### config.mk
export PLATFORM = sky130hd
export DESIGN_NAME = cell_neighbor_stencil
export DESIGN_NICKNAME = d
export VERILOG_FILES = /design/src/rtl/csn_pkg.sv /design/src/rtl/cell_neighbor_stencil.sv /design/src/rtl/csn_regs.sv /design/src/rtl/csn_front.sv /design/src/rtl/csn_jobq.sv /design/src/rtl/csn_back.sv
export SDC_FILE = /design/constraint.sdc
export NUM_CORES = 1
export LEC_CHECK = 0
export BUFFER_PORTS_ARGS = -buffer_cell sky130_fd_sc_hd__buf_2
export CAP_MARGIN = 10
export CORE_ASPECT_RATIO = 1.4
export CORE_MARGIN = 3
export CORE_UTILIZATION = 60
export DETAILED_ROUTE_END_ITERATION = 10
export GPL_ROUTABILITY_DRIVEN = 0
export PLACE_DENSITY = 0.89
export SYNTH_ARGS = -nofsm -noshare
export SYNTH_HDL_FRONTEND = slang
export SYNTH_HIERARCHICAL = 1
export SYNTH_SLANG_ARGS = --single-unit
### constraint.sdc
create_clock -name clk -period 27.3 [get_ports clk]
set_input_delay 1.365 -clock clk [delete_from_list [all_inputs] [get_ports clk]]
set_output_delay 1.365 -clock clk [all_outputs]
set_load 0.01 [all_outputs]
### src/rtl/csn_pkg.sv
// csn_pkg: types and constants shared by the neighbour-cell stencil block.
// No dependencies; every rtl file refers to it by scoped names.
package csn_pkg;

  localparam int COORD_W   = 6;
  localparam int GRID_W    = 7;
  localparam int STENCIL_N = 27;
  localparam int CENTRE    = 13;   // offset (0,0,0) in the x-outer, z-inner order

  localparam logic [1:0]        DIM_2D        = 2'd2;
  localparam logic [1:0]        DIM_3D        = 2'd3;
  localparam logic [1:0]        RST_DIMS      = DIM_3D;
  localparam logic [1:0]        RST_PERIODIC  = 2'd0;
  localparam logic [GRID_W-1:0] RST_CELLS     = 7'd3;
  localparam logic [GRID_W-1:0] MIN_CELLS     = 7'd3;

  typedef enum logic [1:0] {
    REG_DIMENSIONS = 2'd0,
    REG_PERIODIC   = 2'd1,
    REG_CELLS      = 2'd2
  } reg_idx_t;

  typedef struct packed {
    logic [1:0]        dimensions;
    logic [1:0]        periodic_axes;
    logic [GRID_W-1:0] cells_per_side;
  } cfg_t;

  typedef struct packed {
    logic [COORD_W-1:0] cell_x;
    logic [COORD_W-1:0] cell_y;
    logic [COORD_W-1:0] cell_z;
  } coord_t;

  typedef struct packed {
    logic [COORD_W-1:0] nbr_x;
    logic [COORD_W-1:0] nbr_y;
    logic [COORD_W-1:0] nbr_z;
    logic               last;
  } nbr_t;

  // One classified centre cell: candidate positions per axis for offsets
  // -1, 0, +1 (index 0, 1, 2) and the set of stencil slots to emit.
  typedef struct packed {
    logic [2:0][COORD_W-1:0] pos_x;
    logic [2:0][COORD_W-1:0] pos_y;
    logic [2:0][COORD_W-1:0] pos_z;
    logic [STENCIL_N-1:0]    mask;
  } job_t;

  typedef struct packed {
    logic valid;
    job_t job;
  } enq_t;

endpackage

### src/rtl/cell_neighbor_stencil.sv
// cell_neighbor_stencil: neighbour cells of one centre cell in a cubic grid.
// Depends on csn_pkg, csn_regs, csn_front, csn_jobq, csn_back.
//
//   channel   ports                                dir   word
//   config    psel penable pwrite paddr pwdata    in    3 registers at 0x0, 0x4, 0x8
//             prdata pready                        out
//   cells     push full coord                      in    csn_pkg::coord_t
//   nbrs      pop empty nbr                        out   csn_pkg::nbr_t
//
// A centre cell with k neighbours holds the output sequencer until all k have left
// (k up to 26, 8 in 2D); one leaves per cycle while the output register is empty
// or popped, last on the final one.  Cells with no neighbours are dropped.
// Two classified cells queue behind the one in progress; full rises when both
// are taken.  Synchronous reset restores 3D, no wrap, 3 cells per side.
module cell_neighbor_stencil #(
  parameter int MAX_CELLS_PER_SIDE = 64
) (
  input  logic             clk,
  input  logic             rst,
  input  logic             psel,
  input  logic             penable,
  input  logic             pwrite,
  input  logic [3:0]       paddr,
  input  logic [31:0]      pwdata,
  output logic [31:0]      prdata,
  output logic             pready,
  input  logic             push,
  output logic             full,
  input  csn_pkg::coord_t  coord,
  input  logic             pop,
  output logic             empty,
  output csn_pkg::nbr_t    nbr
);

  csn_pkg::cfg_t  cfg;
  csn_pkg::enq_t  enq;
  csn_pkg::job_t  q_head;
  logic           q_nonempty;
  logic           q_deq;
  logic           accept;

  assign accept = push && !full;

  csn_regs u_regs (
    .clk     (clk),
    .rst     (rst),
    .psel    (psel),
    .penable (penable),
    .pwrite  (pwrite),
    .paddr   (paddr),
    .pwdata  (pwdata),
    .prdata  (prdata),
    .pready  (pready),
    .cfg     (cfg)
  );

  csn_front #(
    .MAX_CELLS_PER_SIDE (MAX_CELLS_PER_SIDE)
  ) u_front (
    .clk    (clk),
    .rst    (rst),
    .cfg    (cfg),
    .coord  (coord),
    .accept (accept),
    .enq    (enq)
  );

  csn_jobq u_jobq (
    .clk      (clk),
    .rst      (rst),
    .enq      (enq),
    .full     (full),
    .nonempty (q_nonempty),
    .head     (q_head),
    .deq      (q_deq)
  );

  csn_back u_back (
    .clk        (clk),
    .rst        (rst),
    .q_nonempty (q_nonempty),
    .q_head     (q_head),
    .q_deq      (q_deq),
    .nbr        (nbr),
    .empty      (empty),
    .pop        (pop)
  );

endmodule

### src/rtl/csn_regs.sv
// csn_regs: APB-style register file for grid shape and wrap settings.
// Depends on csn_pkg.
module csn_regs (
  input  logic                 clk,
  input  logic                 rst,
  input  logic                 psel,
  input  logic                 penable,
  input  logic                 pwrite,
  input  logic [3:0]           paddr,
  input  logic [31:0]          pwdata,
  output logic [31:0]          prdata,
  output logic                 pready,
  output csn_pkg::cfg_t        cfg
);

  logic wr_en;

  assign pready = 1'b1;
  assign wr_en  = psel && penable && pwrite;

  always_ff @(posedge clk) begin
    if (rst) begin
      cfg.dimensions     <= csn_pkg::RST_DIMS;
      cfg.periodic_axes  <= csn_pkg::RST_PERIODIC;
      cfg.cells_per_side <= csn_pkg::RST_CELLS;
    end else if (wr_en) begin
      case (paddr[3:2])
        csn_pkg::REG_DIMENSIONS: cfg.dimensions     <= pwdata[1:0];
        csn_pkg::REG_PERIODIC:   cfg.periodic_axes  <= pwdata[1:0];
        csn_pkg::REG_CELLS:      cfg.cells_per_side <= pwdata[csn_pkg::GRID_W-1:0];
        default: ;
      endcase
    end
  end

  always_comb begin
    prdata = '0;
    case (paddr[3:2])
      csn_pkg::REG_DIMENSIONS: prdata[1:0] = cfg.dimensions;
      csn_pkg::REG_PERIODIC:   prdata[1:0] = cfg.periodic_axes;
      csn_pkg::REG_CELLS:      prdata[csn_pkg::GRID_W-1:0] = cfg.cells_per_side;
      default:                 prdata = '0;
    endcase
  end

endmodule

### src/rtl/csn_front.sv
// csn_front: clamps the centre cell into the grid and classifies it into a
// job (per-axis candidate positions plus a mask of stencil slots).
// Depends on csn_pkg.
module csn_front #(
  parameter int MAX_CELLS_PER_SIDE = 64
) (
  input  logic             clk,
  input  logic             rst,
  input  csn_pkg::cfg_t    cfg,
  input  csn_pkg::coord_t  coord,
  input  logic             accept,
  output csn_pkg::enq_t    enq
);

  // The grid register is 7 bits, so any cap above its range does nothing.
  localparam int NCAP = (MAX_CELLS_PER_SIDE > 127) ? 127 : MAX_CELLS_PER_SIDE;
  localparam logic [csn_pkg::GRID_W-1:0] NCAP_W = csn_pkg::GRID_W'(NCAP);

  logic [csn_pkg::GRID_W-1:0]  n_eff;
  logic [csn_pkg::GRID_W-1:0]  nm1;
  logic [2:0][csn_pkg::GRID_W-1:0] centre;
  logic [2:0][2:0][csn_pkg::COORD_W-1:0] pos;
  logic [2:0][2:0]             ok;
  logic [2:0]                  wraps;
  logic                        planar;
  logic                        dims_ok;
  logic [csn_pkg::COORD_W-1:0] raw [3];
  logic [csn_pkg::GRID_W-1:0]  c7;
  logic [csn_pkg::GRID_W-1:0]  dn;
  logic [csn_pkg::GRID_W-1:0]  up;

  always_comb begin
    n_eff = cfg.cells_per_side;
    if (n_eff < csn_pkg::MIN_CELLS) n_eff = csn_pkg::MIN_CELLS;
    if (n_eff > NCAP_W)             n_eff = NCAP_W;
    nm1 = n_eff - csn_pkg::GRID_W'(1);

    dims_ok = cfg.dimensions inside {csn_pkg::DIM_2D, csn_pkg::DIM_3D};
    planar  = (cfg.dimensions == csn_pkg::DIM_2D);

    wraps[0] = (cfg.periodic_axes > 2'd0);
    wraps[1] = (cfg.periodic_axes > 2'd1);
    wraps[2] = (cfg.periodic_axes > 2'd2);

    raw[0] = coord.cell_x;
    raw[1] = coord.cell_y;
    raw[2] = coord.cell_z;

    for (int a = 0; a < 3; a++) begin
      c7 = {1'b0, raw[a]};
      centre[a] = (c7 > nm1) ? nm1 : c7;
      // step past an edge wraps to the far side, or is dropped
      dn = (centre[a] == '0)  ? nm1 : centre[a] - csn_pkg::GRID_W'(1);
      up = (centre[a] == nm1) ? '0  : centre[a] + csn_pkg::GRID_W'(1);
      pos[a][0] = dn[csn_pkg::COORD_W-1:0];
      pos[a][1] = centre[a][csn_pkg::COORD_W-1:0];
      pos[a][2] = up[csn_pkg::COORD_W-1:0];
      ok[a][0]  = (centre[a] != '0)  || wraps[a];
      ok[a][1]  = 1'b1;
      ok[a][2]  = (centre[a] != nm1) || wraps[a];
    end

    // planar grid: z pinned to 0 with only the zero offset
    if (planar) begin
      pos[2] = '0;
      ok[2]  = 3'b010;
    end

    enq.job.pos_x = pos[0];
    enq.job.pos_y = pos[1];
    enq.job.pos_z = pos[2];
    for (int ix = 0; ix < 3; ix++) begin
      for (int iy = 0; iy < 3; iy++) begin
        for (int iz = 0; iz < 3; iz++) begin
          enq.job.mask[ix*9 + iy*3 + iz] = ok[0][ix] && ok[1][iy] && ok[2][iz]
                                           && dims_ok
                                           && ((ix*9 + iy*3 + iz) != csn_pkg::CENTRE);
        end
      end
    end

    // a cell with no neighbours leaves no job behind
    enq.valid = accept && (enq.job.mask != '0);
  end

  a_enq_no_centre: assert property (@(posedge clk) disable iff (rst)
    enq.valid |-> !enq.job.mask[csn_pkg::CENTRE])
    else $error("centre slot queued for emission");

  a_enq_needs_accept: assert property (@(posedge clk) disable iff (rst)
    enq.valid |-> accept && (enq.job.mask != '0))
    else $error("job queued without an accepted word");

endmodule

### src/rtl/csn_jobq.sv
// csn_jobq: two-entry queue of classified jobs between front and back.
// Depends on csn_pkg.
module csn_jobq (
  input  logic            clk,
  input  logic            rst,
  input  csn_pkg::enq_t   enq,
  output logic            full,
  output logic            nonempty,
  output csn_pkg::job_t   head,
  input  logic            deq
);

  csn_pkg::job_t mem [2];
  logic       wptr;
  logic       rptr;
  logic [1:0] count;
  logic [1:0] count_next;

  assign full     = (count == 2'd2);
  assign nonempty = (count != 2'd0);
  assign head     = mem[rptr];

  always_comb begin
    count_next = count;
    if (enq.valid && !(deq && nonempty)) count_next = count + 2'd1;
    else if (!enq.valid && deq && nonempty) count_next = count - 2'd1;
  end

  always_ff @(posedge clk) begin
    if (rst) begin
      wptr  <= 1'b0;
      rptr  <= 1'b0;
      count <= 2'd0;
    end else begin
      if (enq.valid) wptr <= !wptr;
      if (deq && nonempty) rptr <= !rptr;
      count <= count_next;
    end
  end

  always_ff @(posedge clk) begin
    if (enq.valid) mem[wptr] <= enq.job;
  end

  a_no_overflow: assert property (@(posedge clk) disable iff (rst)
    full |-> !enq.valid)
    else $error("job queue written while full");

  a_count_range: assert property (@(posedge clk) disable iff (rst)
    count != 2'd3)
    else $error("job queue count out of range");

endmodule

### src/rtl/csn_back.sv
// csn_back: walks one job's slot mask lowest slot first, one neighbour a
// cycle into an output register while it is empty or popped.  Depends on csn_pkg.
module csn_back (
  input  logic            clk,
  input  logic            rst,
  input  logic            q_nonempty,
  input  csn_pkg::job_t   q_head,
  output logic            q_deq,
  output csn_pkg::nbr_t   nbr,
  output logic            empty,
  input  logic            pop
);

  csn_pkg::job_t  cur;
  logic           cur_valid;
  logic           out_valid;
  logic [csn_pkg::STENCIL_N-1:0] low;
  logic [csn_pkg::STENCIL_N-1:0] rem;
  logic [2:0]     xs;
  logic [2:0]     ys;
  logic [2:0]     zs;
  logic           advance;
  csn_pkg::nbr_t  sel;

  assign empty   = !out_valid;
  assign advance = cur_valid && (!out_valid || pop);
  assign low     = cur.mask & (~cur.mask + csn_pkg::STENCIL_N'(1));
  assign rem     = cur.mask & ~low;
  assign q_deq   = q_nonempty && (!cur_valid || (advance && (rem == '0)));

  always_comb begin
    xs = '0;
    ys = '0;
    zs = '0;
    for (int i = 0; i < 3; i++) begin
      for (int j = 0; j < 3; j++) begin
        for (int k = 0; k < 3; k++) begin
          xs[i] = xs[i] | low[i*9 + j*3 + k];
          ys[j] = ys[j] | low[i*9 + j*3 + k];
          zs[k] = zs[k] | low[i*9 + j*3 + k];
        end
      end
    end
    sel = '0;
    for (int i = 0; i < 3; i++) begin
      sel.nbr_x = sel.nbr_x | ({csn_pkg::COORD_W{xs[i]}} & cur.pos_x[i]);
      sel.nbr_y = sel.nbr_y | ({csn_pkg::COORD_W{ys[i]}} & cur.pos_y[i]);
      sel.nbr_z = sel.nbr_z | ({csn_pkg::COORD_W{zs[i]}} & cur.pos_z[i]);
    end
    sel.last = (rem == '0);
  end

  always_ff @(posedge clk) begin
    if (rst) begin
      cur_valid <= 1'b0;
      out_valid <= 1'b0;
    end else begin
      if (advance) out_valid <= 1'b1;
      else if (pop) out_valid <= 1'b0;

      if (q_deq) cur_valid <= 1'b1;
      else if (advance && (rem == '0)) cur_valid <= 1'b0;
    end
  end

  always_ff @(posedge clk) begin
    if (advance) nbr <= sel;
    if (q_deq) cur <= q_head;
    else if (advance) cur.mask <= rem;
  end

  a_cur_has_work: assert property (@(posedge clk) disable iff (rst)
    cur_valid |-> (cur.mask != '0))
    else $error("active job with no slots left");

  a_onehot_pick: assert property (@(posedge clk) disable iff (rst)
    advance |-> $onehot(low) && $onehot(xs) && $onehot(ys) && $onehot(zs))
    else $error("slot pick not one-hot");

endmodule

==> results of run 1 <==
final timing paths:
| check | slack [ns] | startpoint | end |
|---|---|---|---|
| max reg2reg | 18.10 | u_regs/cfg[4]$_SDFFE_PP0P_ | u_jobq/mem[0][60]$_DFFE_PP_ |
| min | 0.50 | u_back/cur_valid$_SDFFE_PP0P_ | u_back/cur_valid$_SDFFE_PP0P_ |
| min reg2reg | 0.50 | u_back/cur_valid$_SDFFE_PP0P_ | u_back/cur_valid$_SDFFE_PP0P_ |
| max | 18.10 | u_regs/cfg[4]$_SDFFE_PP0P_ | u_jobq/mem[0][60]$_DFFE_PP_ |
critical path, stage by stage, from the launching register on:
cell and delay (ns):
dfxtp_1 0.45, nor4_1 0.49, nor2_1 0.08, nor2_1 0.46, inv_2 0.31, ha_1 0.45, xor2_2 0.61, clkinv_1 0.57
ha_1 0.46, nand4_1 0.10, nor3_1 0.06, o21ai_0 0.11, and3_1 0.30, nand2_1 0.22, a21boi_0 0.83, inv_1 0.11
ha_1 0.34, and3_1 0.19, mux2i_1 0.17, buf_4 0.25, nor3_1 0.07, a31oi_1 0.67, nor2b_4 0.63, buf_4 0.74
power breakdown:
| part | leakage (nW) | total [mW] | switching [mW] | internal, mW |
|---|---|---|---|---|
| logic | 2.66 | 0.187 | 0.113 | 0.0739 |
| registers | 2.63 | 0.577 | 0.0358 | 0.541 |
| clock network | 0.384 | 0.331 | 0.148 | 0.183 |
| total | 5.68 | 1.09 | 0.297 | 0.798 |
kinds of logic (layout without fill, tap and decap cells):
group,count (synthesis),in the layout
AO/OA/AOI/OAI,229,229
buffers and inverters,139,184
AND/OR/NAND/NOR,318,318
flip-flops,280,280
multiplexers,134,134
adder cells (fa/ha/maj),23,23
other,3,27
XOR/XNOR,27,27
synthesized netlist by cell type (8+ instances only):
master and instances:
a21o_1 10, a21oi_1 52, a221o_1 8, a31oi_1 8, and2_1 18, buf_4 29
buf_6 15, clkbuf_1 25, dfxtp_1 18, edfxtp_1 262, ha_1 22, inv_1 60
mux2_2 86, mux2i_1 44, nand2_1 46, nand2b_1 23, nand3_1 33, nor2_1 72
nor2b_1 17, nor3_1 39, nor4_1 11, o21ai_0 26, o21ai_1 19, o31ai_1 14
or3_1 10, xnor2_1 18
cell type report:
class | count | area, sq um
Inverter | 64 | 240.2
Fill cell | 1539 | 7858
Multi-Input combinational cell | 758 | 5472
Tap cell | 306 | 382.9
Clock inverter | 13 | 110.1
Sequential cell | 280 | 8232
Timing Repair Buffer | 74 | 410.4
Clock buffer | 33 | 665.6
routing by layer:
layer | vias to the layer above | global-route usage [%]
met1 | 4731 | 29.57
met5 | - | 0
li1 | 4410 | -
met3 | 130 | 3.163
met4 | 0 | 10.12
met2 | 607 | 43.28
stage by stage:
| step | utilization, % | power (mW) | worst slack, ns | hold slack [ns] | area, sq um |
|---|---|---|---|---|---|
| final | 66.38 | 1.095 | 18.10 | 0.4964 | 15510 |
| after detailed placement | 62.99 | 0.7647 | 18.50 | 0.4865 | 14720 |
| after floorplan | - | 0.7140 | 17.99 | 0.4588 | 14440 |
| after global placement | 62.99 | 0.7526 | 18.77 | 0.4818 | 14720 |
| after global routing | 66.38 | 1.136 | 17.51 | 0.5347 | 15510 |
| after CTS | 66.31 | 1.095 | 18.43 | 0.5000 | 15500 |
sequential cells by signal, indices dropped and copies added (netlist names), named ones only:
register / flops
u_jobq/rptr: 1
u_jobq/mem: 162
u_jobq/count: 2
u_back/cur: 81
u_back/out_valid: 1
u_back/cur_valid: 1
u_jobq/wptr: 1
u_regs/cfg: 11
u_back/nbr: 19
==> out/results.tsv, run 1 <==
metric	value	unit
routed wirelength normalized by instance count	20.79	um
data arrival time of the worst path	9.35	ns
synthesized flop and latch total	280	
power density relative to cell area	70.57	nW/um^2
outcome	finished with violations	
die outline height	189.0	um
htree depth	1	
later-pin clock latency in the skew report	0.52	ns
number of buffers added for setup after CTS	0	
arithmetic-cell share of the synthesized area counting full adders, half adders and majority gates	1.988	%
number of cells after detailed placement	1481	
number of cells on the worst reg-to-reg path	23	
met2 routed wirelength	16.58	mm
max-capacitance violation count	0	
peak ir drop on the vdd network	0.05969	mV
total count of max-transition violations in the final report	0	
XOR/XNOR share of the synthesized area	1.797	%
number of setup violations in the final report	0	
cell type contributing the most total cell area after synthesis	edfxtp_1	
Post-synth ARST share	0	%
remaining global-route overflow	0	
dominant synthesized flop cell	edfxtp_1	
required time worst endpoint	27.45	ns
Synth-to-Final Area Change	8.129	%
register area share after synthesis	57.35	%
commonest non-fill, non-tap cell in the layout	edfxtp_1	
failing checks	design-rule violations	
Final TNS setup	0	ns
mapped cell area	14350	sq um
CTS Hold Buffers Added	0	
fin crit share	33.71	%
clock tree from TritonCTS	yes	
Setup crit start kind	flip-flop	
highest metal layer used by the detailed router	met4	
number of gates resized after cts	0	
largest net degree at the start of global routing	82	
startpoint-to-endpoint class of the critical path	reg2reg	
worst min-delay path class	reg2reg	
number of placement rows	66	
share of synthesized cell area in and, or, nand and nor gates	12.04	%
most frequent cells in the layout	edfxtp_1, mux2_2, nor2_1	
Mean Syn Cell Area	12.44	sq um
pin slew with the least headroom to its limit	1.156	ns
largest fanout on the critical path	63	
setup repair after global routing missed its margin	false	
DRC marker count from the first detailed-route iteration	1517	
number of buffers added on ports	61	
Clock Skew	0.01290	ns
share of the synthesized area in the top cell type	54.84	%
leading cell types by total area after synthesis	edfxtp_1, mux2_2, mux2i_1	
clock transition at the registers of the reported paths	0.06	ns
synthesized-area fraction occupied by ao, oa, aoi and oai cells	11.26	%
number of cells in the finished layout apart from fillers	1528	
# diodes	0	
combinational family with the most area after synthesis	simple AND/OR/NAND/NOR gates	
Total Nets Final	1286	
number of I/O pins	115	
total number of vias	9878	
HPWL after detailed placement	21.24	mm
GR Util All Layers	24.34	%
critical path endpoint category	flip-flop	
area enclosed by the die boundary	25830	sq um
number of nets with antenna violations after routing	0	
fraction of final layout cells with drive strength greater than 1	19.64	%
standard cell core area	23370	sq um
antenna violations before repair	0	
Synthesis Warnings	6	
number of buffers between clock root and the deepest sink	3	
remaining design rule violation count	1	
starting density of the core	61.39	%
met1 wire length	11.31	mm
min cycle time layout	9.202	ns
post-synthesis instance total	1153	
final hold violation count	0	
number of sinks on the clock net	280	
total wirelength of the detailed-routed design	31.77	mm
total leakage power	5.679	nW
depth of the worst hold-timing path	2	
achievable clock frequency	108.7	MHz
horizontal extent of the die	136.7	um
number of synthesized flops with an enable pin	262	
worst slew margin relative to its limit	22.20	%
number of buffers inserted during clock tree synthesis	25	
Initial DRT Pass Iterations	9	
first-pass GRT wire length	50.09	mm
clock root cell	clkbuf_16	
post-synthesis mux area share	10.27	%
number of global-route vias before repair	9398	
post-synth cell types	99	
routed wl met3	2.473	mm
via density per instance	6.465	
Note: power is estimated with default switching activity, not from simulation.
==> inputs of run 2 (changes only) <==
Clock period 27.3 ns to 8.75 ns, I/O delays scaled along.
==> run 2 against run 1 <==
  * Global-route usage shrank 0.21 points
  * First-iteration DRC count shrank 20%
  * Highest routed layer unchanged
  * The run now ends clean
  * Critical path type unchanged
  * Non-clock buffer count grew 3
==> out/results.tsv, run 2 (synthesis results as in run 1) <==
metric	value	unit
HPWL after detailed placement	21.49	mm
total leakage power	5.730	nW
htree depth	1	
number of buffers between clock root and the deepest sink	3	
first-pass GRT wire length	49.49	mm
total wirelength of the detailed-routed design	31.35	mm
number of cells on the worst reg-to-reg path	22	
achievable clock frequency	124.1	MHz
largest net degree at the start of global routing	82	
GR Util All Layers	24.13	%
setup repair after global routing missed its margin	false	
number of buffers inserted during clock tree synthesis	25	
pin slew with the least headroom to its limit	1.236	ns
commonest non-fill, non-tap cell in the layout	edfxtp_1	
later-pin clock latency in the skew report	0.52	ns
number of gates resized after cts	0	
number of global-route vias before repair	9427	
filler cell count	1546	
worst min-delay path class	in2reg	
max-capacitance violation count	0	
final hold violation count	0	
area enclosed by the die boundary	25830	sq um
required time worst endpoint	8.97	ns
depth of the worst hold-timing path	3	
DRC marker count from the first detailed-route iteration	1209	
number of I/O pins	115	
number of buffers added for setup after CTS	0	
Total Nets Final	1289	
CTS Hold Buffers Added	0	
starting density of the core	61.39	%
Final TNS setup	0	ns
hold path start	pwdata[2]	
endpoint of the worst-slack reg-to-reg timing path	u_jobq/mem[0][78]$_DFFE_PP_	
die outline height	189.0	um
Min-Delay Endpoint	u_regs/cfg[2]$_SDFFE_PP0P_	
Synth-to-Final Area Change	8.991	%
# diodes	0	
number of nets with antenna violations after routing	0	
fin crit share	92.11	%
clock tree from TritonCTS	yes	
Setup crit start kind	flip-flop	
top register by number of flip-flops	u_jobq/mem	
routed wirelength normalized by instance count	20.49	um
remaining global-route overflow	0	
number of sinks on the clock net	280	
area of combinational cells with multiple inputs	5472	sq um
number of buffers added on ports	61	
peak ir drop on the vdd network	0.1770	mV
Initial DRT Pass Iterations	6	
final total power	3.501	mW
largest fanout on the critical path	21	
antenna violations before repair	0	
most frequent cells in the layout	edfxtp_1, mux2_2, nor2_1	
via density per instance	6.348	
clock transition at the registers of the reported paths	0.06	ns
remaining design rule violation count	0	
clock root cell	clkbuf_16	
power density relative to cell area	223.9	nW/um^2
fraction of final layout cells with drive strength greater than 1	19.93	%
Clock Skew	0.007353	ns
Critical R2R Launch	u_regs/cfg[4]$_SDFFE_PP0P_	
startpoint-to-endpoint class of the critical path	reg2reg	
flop2flop setup slack	0.69	ns
core utilization of the finished layout	66.91	%
outcome	finished clean	
biggest registers after layout	u_jobq/mem x162, u_back/cur x81, u_back/nbr x19	
standard cell core area	23370	sq um
total count of max-transition violations in the final report	0	
number of placement rows	66	
total number of vias	9712	
critical path endpoint category	flip-flop	
worst slew margin relative to its limit	17.61	%
number of flip-flops in the largest register	162	
register area	8232	sq um
min cycle time layout	8.059	ns
number of setup violations in the final report	0	
horizontal extent of the die	136.7	um
data arrival time of the worst path	8.28	ns
-- run 2: cell count changes in the layout (fill, tap and decap cells not counted), sizes merged --
cell,change
bufinv,+2
inv,-3
clkinv,-1
clkinvlp,+1
buf,+3
-- run 2: worst max path at each step --
stage	start	endpoint	cells after the start
2_1_floorplan	u_regs/cfg[4]$_SDFFE_PP0P_	u_jobq/mem[0][0]$_DFFE_PP_	25
3_3_place_gp	u_regs/cfg[4]$_SDFFE_PP0P_	u_jobq/mem[0][68]$_DFFE_PP_	22
3_5_place_dp	u_regs/cfg[4]$_SDFFE_PP0P_	u_jobq/mem[0][79]$_DFFE_PP_	22
4_1_cts	u_regs/cfg[4]$_SDFFE_PP0P_	u_jobq/mem[0][68]$_DFFE_PP_	22
5_1_grt	u_regs/cfg[4]$_SDFFE_PP0P_	u_jobq/mem[0][68]$_DFFE_PP_	23
6_report	u_regs/cfg[4]$_SDFFE_PP0P_	u_jobq/mem[0][78]$_DFFE_PP_	22
-- run 2: per-stage QoR --
step / hold WS, ns / worst slack (ns) / instances / instance area, sq um
floorplan: 0.4588 / 0.9719 / 1177 / 14440
global placement: 0.4841 / 1.268 / 1485 / 14790
detailed placement: 0.4941 / 0.8791 / 1485 / 14790
CTS: 0.1676 / 0.8673 / 1530 / 15640
global route: 0.1977 / 0.2722 / 1530 / 15640
finish: 0.1783 / 0.6908 / 1530 / 15640
-- run 2: worst max-delay path, stage by stage, from the launching register on --
cell      delay (ns)
dfxtp_1         0.45
nor4_1          0.48
nor2_1          0.08
nor2_1          0.40
inv_2           0.27
ha_1            0.42
xor2_2          0.52
clkinv_1        0.28
buf_4           0.25
ha_1            0.30
nand2_1         0.05
o21ai_0         0.25
a221o_1         0.31
nand2_1         0.24
a21boi_0        0.62
inv_1           0.12
ha_1            0.31
and3_1          0.18
mux2i_1         0.35
nor3_1          0.10
a31oi_1         0.65
nor2b_4         0.78
buf_4           0.33
-- run 2: per-layer routing --
metal  track usage [%]  up-vias  share of wire [%]
li1                  -     4420                  -
met1             28.96     4649                 36
met2             42.81      513                 51
met3             3.004      130                7.2
met4             11.25        0                5.0
met5                 0        -                  0
-- run 2: layout make-up --
| cell class | count | area share, % |
|---|---|---|
| flip-flops and latches | 280 | 52.64 |
| multi-input cells | 758 | 34.99 |
| clock buffers | 33 | 4.457 |
| repair buffers | 77 | 2.961 |
| well taps | 306 | 2.449 |
| inverters | 64 | 1.536 |
| clock inverters | 12 | 0.9602 |
-- run 2: where the power goes --
group,internal (mW),switching (mW)
logic,0.234,0.359
clock network,0.652,0.461
registers,1.69,0.109
total,2.57,0.929
